`src/hw/rtl/mseg_pkg.sv`:
```
// Shared types, constants and the segment decoder for the seven-segment counter.
package mseg_pkg;

  // The count always spans four decimal places, whatever the display width.
  localparam int unsigned NumDecDigits = 4;
  localparam int unsigned ValueW       = 14;
  localparam logic [ValueW-1:0] TopValue = 14'd9999;

  // Configuration port.
  localparam int unsigned CfgIdxW  = 2;
  localparam int unsigned CfgDataW = 8;
  localparam logic [CfgIdxW-1:0] CfgCountMode   = 2'd0;
  localparam logic [CfgIdxW-1:0] CfgScansPerStep = 2'd1;
  localparam logic [7:0] ScansReset = 8'd10;

  typedef enum logic [1:0] {
    MODE_UP     = 2'd0,
    MODE_DOWN   = 2'd1,
    MODE_UPDOWN = 2'd2
  } mode_e;

  // Control that the top level broadcasts to every digit cell.
  typedef struct packed {
    logic load;      // reload the start value
    logic load_max;  // start value is all nines
    logic step;      // the count changes this cycle
    logic down;      // direction of the change
  } cell_ctrl_t;

  // Decimal digit to segments, bit 0 is segment a, 1 means lit.
  function automatic logic [6:0] seg_decode(input logic [3:0] digit);
    logic [6:0] seg;
    case (digit)
      4'd0:    seg = 7'h3F;
      4'd1:    seg = 7'h06;
      4'd2:    seg = 7'h5B;
      4'd3:    seg = 7'h4F;
      4'd4:    seg = 7'h66;
      4'd5:    seg = 7'h6D;
      4'd6:    seg = 7'h7D;
      4'd7:    seg = 7'h07;
      4'd8:    seg = 7'h7F;
      4'd9:    seg = 7'h6F;
      default: seg = 7'h00;
    endcase
    return seg;
  endfunction

endpackage

```
`src/hw/rtl/mseg_digit_cell.sv`:
```
// One decimal digit of the counter, passing its carry or borrow to the next place.
module mseg_digit_cell
  import mseg_pkg::*;
(
  input  logic       clk_i,
  input  logic       rst_ni,
  input  cell_ctrl_t ctrl_i,
  input  logic       carry_i,
  output logic       carry_o,
  output logic [3:0] digit_o,
  output logic       at_max_o,
  output logic       at_min_o
);

  logic [3:0] digit_q, digit_d;

  assign at_max_o = (digit_q == 4'd9);
  assign at_min_o = (digit_q == 4'd0);
  assign digit_o  = digit_q;

  // The neighbour moves only when this digit wraps.
  assign carry_o = carry_i && (ctrl_i.down ? at_min_o : at_max_o);

  // Next digit: reload, or count by one when the lower places wrap.
  always_comb begin
    digit_d = digit_q;
    if (ctrl_i.load) begin
      digit_d = ctrl_i.load_max ? 4'd9 : 4'd0;
    end else if (ctrl_i.step && carry_i) begin
      if (ctrl_i.down) begin
        digit_d = at_min_o ? 4'd9 : digit_q - 4'd1;
      end else begin
        digit_d = at_max_o ? 4'd0 : digit_q + 4'd1;
      end
    end
  end

  always_ff @(posedge clk_i or negedge rst_ni) begin
    if (!rst_ni) begin
      digit_q <= 4'd0;
    end else begin
      digit_q <= digit_d;
    end
  end

endmodule

```
`src/hw/rtl/multiplexed_4digit_7seg_counter.sv`:
```
// Top level of the multiplexed seven-segment decimal counter.
//
// Usage: each transaction on the input channel carries one tick bit. For every
// input transaction the block returns one output transaction that describes
// the digit slot current before that tick: the active-low digit enables, the
// segment pattern of the matching decimal digit and the count being shown.
// A tick of one advances the scan by one slot; a tick of zero only repeats
// the current slot. After scans_per_step full scans the count steps in the
// configured mode (up, down or ping-pong between 0 and 9999).
// The result sits in an output register from the cycle after the input
// transaction. One input transaction is taken every cycle; the rate is set
// by the single output register, which accepts a new transaction in the
// same cycle that its held result is taken. If the receiver stalls, the
// held result stays put and the input channel is held off until it drains.
// The count lives in a row of four decimal digit cells joined by a carry
// chain. At reset the count is 0, the mode is up and scans_per_step is 10.
// The configuration port is always ready; writing count_mode reloads the
// start value and restarts the scan.
module multiplexed_4digit_7seg_counter
  import mseg_pkg::*;
#(
  parameter int unsigned DIGIT_COUNT = 4
) (
  input  logic                clk_i,
  input  logic                rst_ni,
  // Configuration write channel.
  input  logic                cfg_valid_i,
  output logic                cfg_ready_o,
  input  logic [CfgIdxW-1:0]  cfg_index_i,
  input  logic [CfgDataW-1:0] cfg_data_i,
  // Input channel.
  input  logic                in_valid_i,
  output logic                in_ready_o,
  input  logic                tick_i,
  // Output channel.
  output logic                out_valid_o,
  input  logic                out_ready_i,
  output logic [3:0]          digit_select_o,
  output logic [6:0]          segments_o,
  output logic [ValueW-1:0]   shown_value_o
);

  localparam int unsigned PosW = (DIGIT_COUNT > 1) ? $clog2(DIGIT_COUNT) : 1;
  localparam logic [PosW-1:0] LastPos = PosW'(DIGIT_COUNT - 1);

  // Configuration registers and control state.
  mode_e           mode_q;
  logic [7:0]      scans_q;
  logic [PosW-1:0] scan_pos_q, scan_pos_d;
  logic [7:0]      repeats_q, repeats_d;
  logic            going_down_q, going_down_d;

  // Output register.
  logic              out_valid_q;
  logic [3:0]        sel_q, sel_d;
  logic [6:0]        seg_q;
  logic [ValueW-1:0] value_q;

  logic cfg_wr, mode_wr, scans_wr, in_acc, tick_acc;
  logic last_slot, step_now, change, at_top, at_bot, dir_down;
  logic [7:0] limit, repeats_inc;
  logic [3:0] cur_digit;
  logic [ValueW-1:0] count_bin;
  cell_ctrl_t cell_ctrl;

  logic [3:0] digits   [NumDecDigits];
  logic       cell_max [NumDecDigits];
  logic       cell_min [NumDecDigits];
  logic       carry    [NumDecDigits+1];

  // Handshakes.
  assign cfg_ready_o = 1'b1;
  assign cfg_wr      = cfg_valid_i && cfg_ready_o;
  assign mode_wr     = cfg_wr && (cfg_index_i == CfgCountMode);
  assign scans_wr    = cfg_wr && (cfg_index_i == CfgScansPerStep);
  assign in_ready_o  = !out_valid_q || out_ready_i;
  assign in_acc      = in_valid_i && in_ready_o;
  assign tick_acc    = in_acc && tick_i;

  // Scan bookkeeping: decide when the count steps.
  assign last_slot   = (scan_pos_q == LastPos);
  assign repeats_inc = repeats_q + 8'd1;
  assign limit       = (scans_q == 8'd0) ? 8'd1 : scans_q;
  assign step_now    = tick_acc && last_slot && (repeats_inc >= limit);

  always_comb begin
    scan_pos_d = scan_pos_q;
    repeats_d  = repeats_q;
    if (mode_wr) begin
      scan_pos_d = '0;
      repeats_d  = '0;
    end else if (tick_acc) begin
      if (last_slot) begin
        scan_pos_d = '0;
        repeats_d  = step_now ? 8'd0 : repeats_inc;
      end else begin
        scan_pos_d = scan_pos_q + PosW'(1);
      end
    end
  end

  // Stepping rule, including the pause at each end in ping-pong mode.
  always_comb begin
    at_top = 1'b1;
    at_bot = 1'b1;
    for (int i = 0; i < NumDecDigits; i++) begin
      at_top = at_top && cell_max[i];
      at_bot = at_bot && cell_min[i];
    end
  end

  always_comb begin
    dir_down     = (mode_q == MODE_DOWN) || ((mode_q == MODE_UPDOWN) && going_down_q);
    change       = step_now;
    going_down_d = going_down_q;
    if (mode_wr) begin
      going_down_d = 1'b0;
    end else if (step_now && (mode_q == MODE_UPDOWN)) begin
      if (!going_down_q && at_top) begin
        going_down_d = 1'b1;
        change       = 1'b0;
      end else if (going_down_q && at_bot) begin
        going_down_d = 1'b0;
        change       = 1'b0;
      end
    end
  end

  assign cell_ctrl.load     = mode_wr;
  assign cell_ctrl.load_max = (cfg_data_i[1:0] == MODE_DOWN);
  assign cell_ctrl.step     = change;
  assign cell_ctrl.down     = dir_down;

  // Row of digit cells, units first.
  assign carry[0] = 1'b1;
  for (genvar g = 0; g < NumDecDigits; g++) begin : g_cell
    mseg_digit_cell u_cell (
      .clk_i    (clk_i),
      .rst_ni   (rst_ni),
      .ctrl_i   (cell_ctrl),
      .carry_i  (carry[g]),
      .carry_o  (carry[g+1]),
      .digit_o  (digits[g]),
      .at_max_o (cell_max[g]),
      .at_min_o (cell_min[g])
    );
  end

  // Digit for the current slot; places beyond the count show zero.
  always_comb begin
    cur_digit = 4'd0;
    for (int i = 0; i < NumDecDigits; i++) begin
      if (int'(scan_pos_q) == i) begin
        cur_digit = digits[i];
      end
    end
  end

  // Enable of the current position, active low; out-of-range positions stay off.
  always_comb begin
    for (int i = 0; i < 4; i++) begin
      sel_d[i] = !(int'(scan_pos_q) == (int'(DIGIT_COUNT) - 1 - i));
    end
  end

  // Binary value of the count from its decimal places.
  assign count_bin = ValueW'({10'd0, digits[3]} * 14'd1000)
                   + ValueW'({10'd0, digits[2]} * 14'd100)
                   + ValueW'({10'd0, digits[1]} * 14'd10)
                   + {10'd0, digits[0]};

  // Control state and configuration registers.
  always_ff @(posedge clk_i or negedge rst_ni) begin
    if (!rst_ni) begin
      mode_q       <= MODE_UP;
      scans_q      <= ScansReset;
      scan_pos_q   <= '0;
      repeats_q    <= '0;
      going_down_q <= 1'b0;
      out_valid_q  <= 1'b0;
    end else begin
      if (mode_wr) begin
        mode_q <= (cfg_data_i[1:0] == MODE_DOWN)   ? MODE_DOWN :
                  (cfg_data_i[1:0] == MODE_UPDOWN) ? MODE_UPDOWN : MODE_UP;
      end
      if (scans_wr) begin
        scans_q <= cfg_data_i;
      end
      scan_pos_q   <= scan_pos_d;
      repeats_q    <= repeats_d;
      going_down_q <= going_down_d;
      if (in_acc) begin
        out_valid_q <= 1'b1;
      end else if (out_ready_i) begin
        out_valid_q <= 1'b0;
      end
    end
  end

  // Output payload, loaded with each accepted transaction.
  always_ff @(posedge clk_i) begin
    if (in_acc) begin
      sel_q   <= sel_d;
      seg_q   <= seg_decode(cur_digit);
      value_q <= count_bin;
    end
  end

  assign out_valid_o    = out_valid_q;
  assign digit_select_o = sel_q;
  assign segments_o     = seg_q;
  assign shown_value_o  = value_q;

  // The shown count never leaves its decimal range.
  assert property (@(posedge clk_i) disable iff (!rst_ni)
    out_valid_o |-> (shown_value_o <= TopValue))
    else $error("shown value beyond 9999");

  // At most one digit is enabled at a time.
  assert property (@(posedge clk_i) disable iff (!rst_ni)
    out_valid_o |-> ($countones(~digit_select_o) <= 1))
    else $error("more than one digit enabled");

  // Writing down mode reloads all nines and restarts the scan.
  assert property (@(posedge clk_i) disable iff (!rst_ni)
    (mode_wr && (cfg_data_i[1:0] == MODE_DOWN)) |=>
      ((count_bin == TopValue) && (scan_pos_q == '0) && (repeats_q == 8'd0)))
    else $error("down mode reload failed");

  // The scan only moves on an accepted tick or a mode write.
  assert property (@(posedge clk_i) disable iff (!rst_ni)
    (!tick_acc && !mode_wr) |=> $stable(scan_pos_q))
    else $error("scan position moved without a tick");

  // The count only changes at the end of a scan or on a reload.
  assert property (@(posedge clk_i) disable iff (!rst_ni)
    (!step_now && !mode_wr) |=> $stable(count_bin))
    else $error("count changed mid scan");

endmodule

```
`config.mk`:
```
export PLATFORM = sky130hd
export DESIGN_NAME = multiplexed_4digit_7seg_counter
export DESIGN_NICKNAME = d
export VERILOG_FILES = /design/src/hw/rtl/mseg_pkg.sv /design/src/hw/rtl/mseg_digit_cell.sv /design/src/hw/rtl/multiplexed_4digit_7seg_counter.sv
export SDC_FILE = /design/constraint.sdc
export NUM_CORES = 1
export LEC_CHECK = 0
export BUFFER_PORTS_ARGS = -buffer_cell sky130_fd_sc_hd__buf_2
export CAP_MARGIN = 5
export CORE_ASPECT_RATIO = 1.1
export CORE_MARGIN = 5
export CORE_UTILIZATION = 65
export CTS_CLUSTER_SIZE = 25
export DETAILED_ROUTE_END_ITERATION = 8
export PLACE_DENSITY_LB_ADDON = 0.25
export SLEW_MARGIN = 20
export SYNTH_ARGS = -nofsm -noshare
export SYNTH_HDL_FRONTEND = slang
export SYNTH_SLANG_ARGS = --single-unit
```
`constraint.sdc`:
```
create_clock -name clk_i -period 6.85 [get_ports clk_i]
set_input_delay 0 -clock clk_i [delete_from_list [all_inputs] [get_ports clk_i]]
set_output_delay 0 -clock clk_i [all_outputs]
set_load 0.02 [all_outputs]
```
-- Word level (Yosys, flattened, before mapping)
Memories as Yosys holds them, arrays and structs flattened. A register that Yosys moved wholly into a read port is not among the register bits.
Index checks and enable logic that the tools add are counted.
- bits in registers: 56
- memory bits (read-only): 112
- bits of input ports: 16
- output and inout port bits: 28
- logic and storage cells: 138
- memories kept: 1
- add/subtract/negate cells: 13
- multiply operators: 3
- magnitude comparators: 1
- equal/unequal tests: 13
- muxes and demuxes: 48
- reduce and logical (&&, ||, !) cells: 47
- memories (memory ; words ; bits a word ; read ports ; clocked after Yosys merged registers in ; write ports ; line ; RTL):
    (name not given) ; 16 ; 7 ; 1 ; 1 ; 0 ; mseg_pkg.sv:33 ; case (digit)
- operators by type and width (operator ; number):
    $mux 4 ; 25
    $mux 8 ; 5
    $logic_and 1x1->1 ; 21
    $add 4x1->4 const B ; 4
    $eq 4x4->1 const B ; 4
    $logic_not 4->1 ; 4
    $reduce_bool 2->1 ; 8
    $sub 4x1->4 const B ; 4
    $add 14x11->14 ; 1
    $add 14x4->14 ; 1
    $add 14x8->14 ; 1
    $mux 1 ; 13
    $mul 4x7->11 const B ; 1
    $eq 2x2->1 const B ; 5
    $mux 2 ; 5
    $mul 4x5->9 const B ; 1
    $add 8x1->8 const B ; 1
    $eq 2x1->1 const B ; 4
    $ge 8x8->1 ; 1
    $logic_not 8->1 ; 1
    $mul 4x3->7 const B ; 1
    $logic_not 1->1 ; 6
    $logic_not 2->1 ; 2
    $reduce_and 2->1 ; 2
    3 further kinds ; 4

-- Logic depth before layout (Yosys ltp)
- depth after elaboration: 13
- depth in mapped cells: 16
- depth with buffers taken out: 16

-- By module
Synthesis repeated with hierarchy kept, for this count alone.
- cells, all modules: 563
- area total of the unflattened synthesis: 5577.8 sq um
- by module, submodules not included (module ; times used ; cells an instance ; area each (sq um) ; sequential area each (sq um)):
    multiplexed_4digit_7seg_counter ; 1 ; 387 ; 4036.4 ; 1303.8
    mseg_digit_cell ; 4 ; 44 ; 385.4 ; 100.1

-- Least setup slack after synthesis
OpenSTA, ideal clock, no wires.
- path type: flip-flop to flip-flop
- from: reg g_cell[3].u_cell.digit_q[1]
- to: reg value_q[12], in the netlist shown_value_o[12], data pin
- setup time: 258 ps
- arrival: 3948 ps
- data required time: 6592 ps
- setup slack: 2645 ps
- cell stages (with the launch flop): 16
- buffers on the path: 0
- clock period less this slack: 4205 ps
- path through: dfrtp_1 -> inv_1 -> ha_1 -> fa_1 -> ha_1 -> a21o_1 -> a21oi_1 -> xnor2_1 -> ha_1 -> ha_1 -> ha_1 -> or2_2 -> o31a_1 -> a31o_2 -> a21oi_1 -> xnor2_1
- longest elaborated chain between the ends: 4
- RTL lines (element ; line ; RTL):
    start: declaration ; mseg_digit_cell.sv:15 ; logic [3:0] digit_q, digit_d;
    start signal: assignment ; mseg_digit_cell.sv:42 ; digit_q <= digit_d;
    $mul 4x7->11 ; multiplexed_4digit_7seg_counter.sv:167 ; assign count_bin = ValueW'({10'd0, digits[3]} * 14'd1000)
    $add 14x11->14 ; multiplexed_4digit_7seg_counter.sv:168 ; + ValueW'({10'd0, digits[2]} * 14'd100)
    $add 14x8->14 ; multiplexed_4digit_7seg_counter.sv:169 ; + ValueW'({10'd0, digits[1]} * 14'd10)
    $add 14x4->14 ; multiplexed_4digit_7seg_counter.sv:170 ; + {10'd0, digits[0]};
    net count_bin[12] ; multiplexed_4digit_7seg_counter.sv:63 ; logic [ValueW-1:0] count_bin;
    end signal: assignment ; multiplexed_4digit_7seg_counter.sv:205 ; value_q <= count_bin;
    end: declaration ; multiplexed_4digit_7seg_counter.sv:57 ; logic [ValueW-1:0] value_q;
The timed path passes the listed nets, and every way through them passes these cells.
A chain may end at the register's enable or synchronous reset.

-- Final worst setup path
Ends and elaborated chain as after synthesis.

==> impl_metrics.tcl <==
set metrics [dict create \
    run_status "complete, no violations" \
    netlist.area_leader.share_pct 19.9 \
    clock_sinks 63 \
    post_synth_top_flop "sky130_fd_sc_hd__dfrtp_1" \
    crit_path_top_delay_cell "sky130_fd_sc_hd__dfrtp_1" \
    drt_iter0_drc 235 \
    timing.critical_path.cells "inv_1, ha_1, fa_1, ha_1, a21o_1, a21oi_1, xnor2_1, ha_1, ha_1, ha_1, or2_2, o31a_1, a31o_2, a21oi_1, xnor2_1" \
    nets 730 \
    antenna_cells_inserted 0 \
    die_area_um2 10400 \
    netlist_area_um2 5520 \
    synth_fp_nets 679 \
    cts_made_buffers 9 \
    critical_path_arrival_ns 4.76 \
    chipWidth_um 97.9 \
    max_clock_freq_mhz 215 \
    hold_path_end "scan_pos_q[1]" \
    clk_path_buf_depth 2 \
    detail-route-antenna-nets 0 \
    hold_slack_ns 0.0787 \
    crit_path_start "g_cell[3].u_cell.digit_o[1]" \
    regToRegEndpoint "shown_value_o[12]" \
    dp.final_hpwl_um 8820 \
    timing_max_transition_violations_final 0 \
    clk-insertion-delay-late_ns 0.36 \
    worst_min_path_start "tick_i" \
    num_vias 4381 \
    rsz0062_at_grt "false" \
    tritoncts "yes" \
    port_buffers 42 \
    post-route-period-util_pct 67.8 \
    drv_cap 0 \
    power.density_nw_per_um2 411 \
    timing_worst_setup_path_type "reg2reg" \
    synthDistinctLibCells 73 \
    final_period_minus_worst_setup_slack_ns 4.64 \
    detail_route.first_pass.iterations 6 \
    synth_enable_flop_cells 25 \
    coreArea_um2 8320 \
    synth_sequential_area_ratio_pct 30.8 \
    ir_drop_uv 225 \
    post_synth_inst_count 558 \
    hold_viol 0 \
    synthesis.area_per_instance_um2 9.90 \
    grt.total_usage_pct 24.0 \
    actual_slew_at_the_worst_max_slew_pin_ns 0.856 \
    reg2regPathDepth 15 \
    areaGrowthSynthToFinish_pct 11.5 \
    critPathMaxStageDelay_ns 0.59 \
    maximum_number_of_pins_on_one_net_before_global_route_repair 39 \
    clock_tree.htree_level_count 3 \
    timing.hold.worst.class "in2reg" \
    synth_area_leader_cell "sky130_fd_sc_hd__ha_1" \
    cells_taking_the_most_area_after_synthesis "sky130_fd_sc_hd__ha_1, sky130_fd_sc_hd__dfrtp_1, sky130_fd_sc_hd__edfxtp_1" \
    synth_warnings 0 \
    grt_first_pass_wirelength_um 20400 \
    final.setup.tns_ns 0 \
    starting_density_of_the_core_pct 66.4 \
    rows 35 \
    overflow 0 \
    drc 0 \
    timing.critical_path.from_type "flop" \
    post_drt_via_cell_ratio 6.04 \
    timing.reg2reg.setup_slack_ns 2.21 \
    post_route_cells_drive_above_1_share_pct 14.8 \
    timing.critical_path.mode_cell "sky130_fd_sc_hd__ha_1" \
    setup_skew_after_layout_ns 0.0189 \
    die_height_um 107 \
    whs_path_depth 4 \
    place_congestion 0.908 \
    io-pin-count 44 \
    clk_pin_slew_ns 0.09 \
    ys_seq_elements 63 \
    asyncSetResetFlopFracSynth_pct 60.3 \
    first_global_vias 4440 \
    cts_root_buf "sky130_fd_sc_hd__clkbuf_8" \
    postRouteWirelength_um 12100 \
    timing.max_slew.rel_slack_pct 42.9 \
    initial_antenna_violation_count 0 \
    final-setup-viol-count 0 \
    avgRoutedWirePerCell_um 16.7 \
    critical_path_required_time_ns 6.97 \
    r2r-start "g_cell[3].u_cell.digit_o[1]" \
    post_cts_buffers 0 \
    crit_path_end_kind "flop" \
    p_leak_nw 2.96 \
    cts-resized-gates 0 \
    critical_path_peak_fanout 11 \
    layout.filler_cells 593 \
]
[timing repair]
action,4_1_cts,5_1_grt
endpoints found under the setup margin,0,0
hold buffers,12,0
hold endpoints to repair,46,0
[worst max-delay path by stage]
| stage | slack, ns | endpoint |
|---|---|---|
| after floorplan | 2.64 | shown_value_o[12] |
| after global placement | 2.47 | shown_value_o[12] |
| after detailed placement | 2.23 | shown_value_o[12] |
| after CTS | 2.21 | shown_value_o[12] |
| after global routing | 1.96 | shown_value_o[12] |
| final | 2.21 | shown_value_o[12] |
[cell usage in the layout (no fill, tap or decap), types with 7 or more instances in the layout]
cell and n:
sky130_fd_sc_hd__ha_1 88, sky130_fd_sc_hd__inv_1 50, sky130_fd_sc_hd__nand2_1 47, sky130_fd_sc_hd__buf_2 42
sky130_fd_sc_hd__dfrtp_1 36, sky130_fd_sc_hd__a21oi_1 28, sky130_fd_sc_hd__nor2_1 27, sky130_fd_sc_hd__edfxtp_1 25
sky130_fd_sc_hd__xnor2_1 23, sky130_fd_sc_hd__o21ai_0 19, sky130_fd_sc_hd__fa_1 17, sky130_fd_sc_hd__nand3_1 15
sky130_fd_sc_hd__nor3_1 14, sky130_fd_sc_hd__dlygate4sd3_1 12, sky130_fd_sc_hd__xor2_1 10, sky130_fd_sc_hd__mux2_2 10
sky130_fd_sc_hd__a21o_1 9, sky130_fd_sc_hd__nand2b_1 9, sky130_fd_sc_hd__clkbuf_8 9, sky130_fd_sc_hd__nor2b_1 7
sky130_fd_sc_hd__nand3b_1 7
[metal layers]
metal	global-route usage [%]	share of wire [%]
met1	26.9	40
met2	44.9	53
met3	3.71	4.1
met4	10.3	3.1
met5	0	0
[cell usage after synthesis (3+ instances only)]
cell / count
sky130_fd_sc_hd__or2_2: 3
sky130_fd_sc_hd__ha_1: 88
sky130_fd_sc_hd__o21ai_0: 19
sky130_fd_sc_hd__nor2b_1: 7
sky130_fd_sc_hd__mux2_2: 10
sky130_fd_sc_hd__a31oi_1: 6
sky130_fd_sc_hd__dfrtp_1: 36
sky130_fd_sc_hd__inv_1: 50
sky130_fd_sc_hd__fa_1: 17
sky130_fd_sc_hd__nand2b_1: 9
sky130_fd_sc_hd__buf_1: 3
sky130_fd_sc_hd__nor2_1: 27
sky130_fd_sc_hd__a21oi_1: 28
sky130_fd_sc_hd__nand3b_1: 7
sky130_fd_sc_hd__clkbuf_1: 10
sky130_fd_sc_hd__a31o_2: 3
sky130_fd_sc_hd__a211oi_1: 6
sky130_fd_sc_hd__a32o_1: 6
sky130_fd_sc_hd__xor2_1: 10
sky130_fd_sc_hd__a311oi_1: 3
sky130_fd_sc_hd__o31ai_1: 5
sky130_fd_sc_hd__o211ai_1: 5
sky130_fd_sc_hd__a221oi_1: 3
sky130_fd_sc_hd__nand3_1: 15
sky130_fd_sc_hd__nand2_1: 47
sky130_fd_sc_hd__o21a_1: 4
sky130_fd_sc_hd__a21o_1: 9
sky130_fd_sc_hd__edfxtp_1: 25
sky130_fd_sc_hd__xnor2_1: 23
sky130_fd_sc_hd__nor3_1: 14
sky130_fd_sc_hd__mux2i_1: 4
[kinds of logic (layout without fill, tap and decap cells)]
kind of cell	after synthesis	count (layout)	synth area share, %
xor gates and xnor gates	33	33	5.23
AOI/OAI and AO/OA	118	118	14.8
and+or+nand+nor	157	157	15.2
other	1	1	0.0679
adders and majority gates	105	105	26.1
buffers and inverters	66	122	4.82
DFF	63	63	30.8
muxes	15	15	2.97
[state kept, by name (all words and copies together) (netlist names), 2 cells and up]
signal	count
scans_q	8
scan_pos_q	2
shown_value_o	14
g_cell.u_cell.digit_o	16
segments_o	7
repeats_q	8
mode_q	2
digit_select_o	4
[final cells by class]
class,instances,area [um^2],area share (%)
repair buffers,56,345,5.61
well taps,111,139,2.26
flip-flops and latches,63,1700,27.7
multi-input cells,429,3550,57.7
inverters,50,188,3.05
clock buffers,9,124,2.01
clock inverters,7,103,1.67
[metrics by stage]
step	instance area (um^2)	cells	setup WS, ns	utilization (%)	power (mW)
after floorplan	5520	558	2.64	-	1.77
after global placement	5810	697	2.47	69.8	2.02
after detailed placement	5810	697	2.23	69.8	2.11
after CTS	6160	725	2.21	74.0	2.52
after global routing	6160	725	1.96	74.0	2.73
final	6160	725	2.21	74.0	2.53
[worst max-delay path, delay by kind of cell, from the launching register on]
kind                     cells  cell delay (ns)
buffers and inverters        1             0.24
adder cells (fa/ha/maj)      6             2.08
XOR/XNOR                     2             0.24
AND/OR/NAND/NOR              1             0.30
flip-flops                   1             0.59
AO/OA/AOI/OAI                5             0.95
[where the power goes]
part	total, mW	internal, mW	switching [mW]
clock	0.383	0.210	0.173
combinational	1.51	0.664	0.850
sequential	0.637	0.569	0.0679
total	2.53	1.44	1.09
Power figures use the tool's default switching activity.
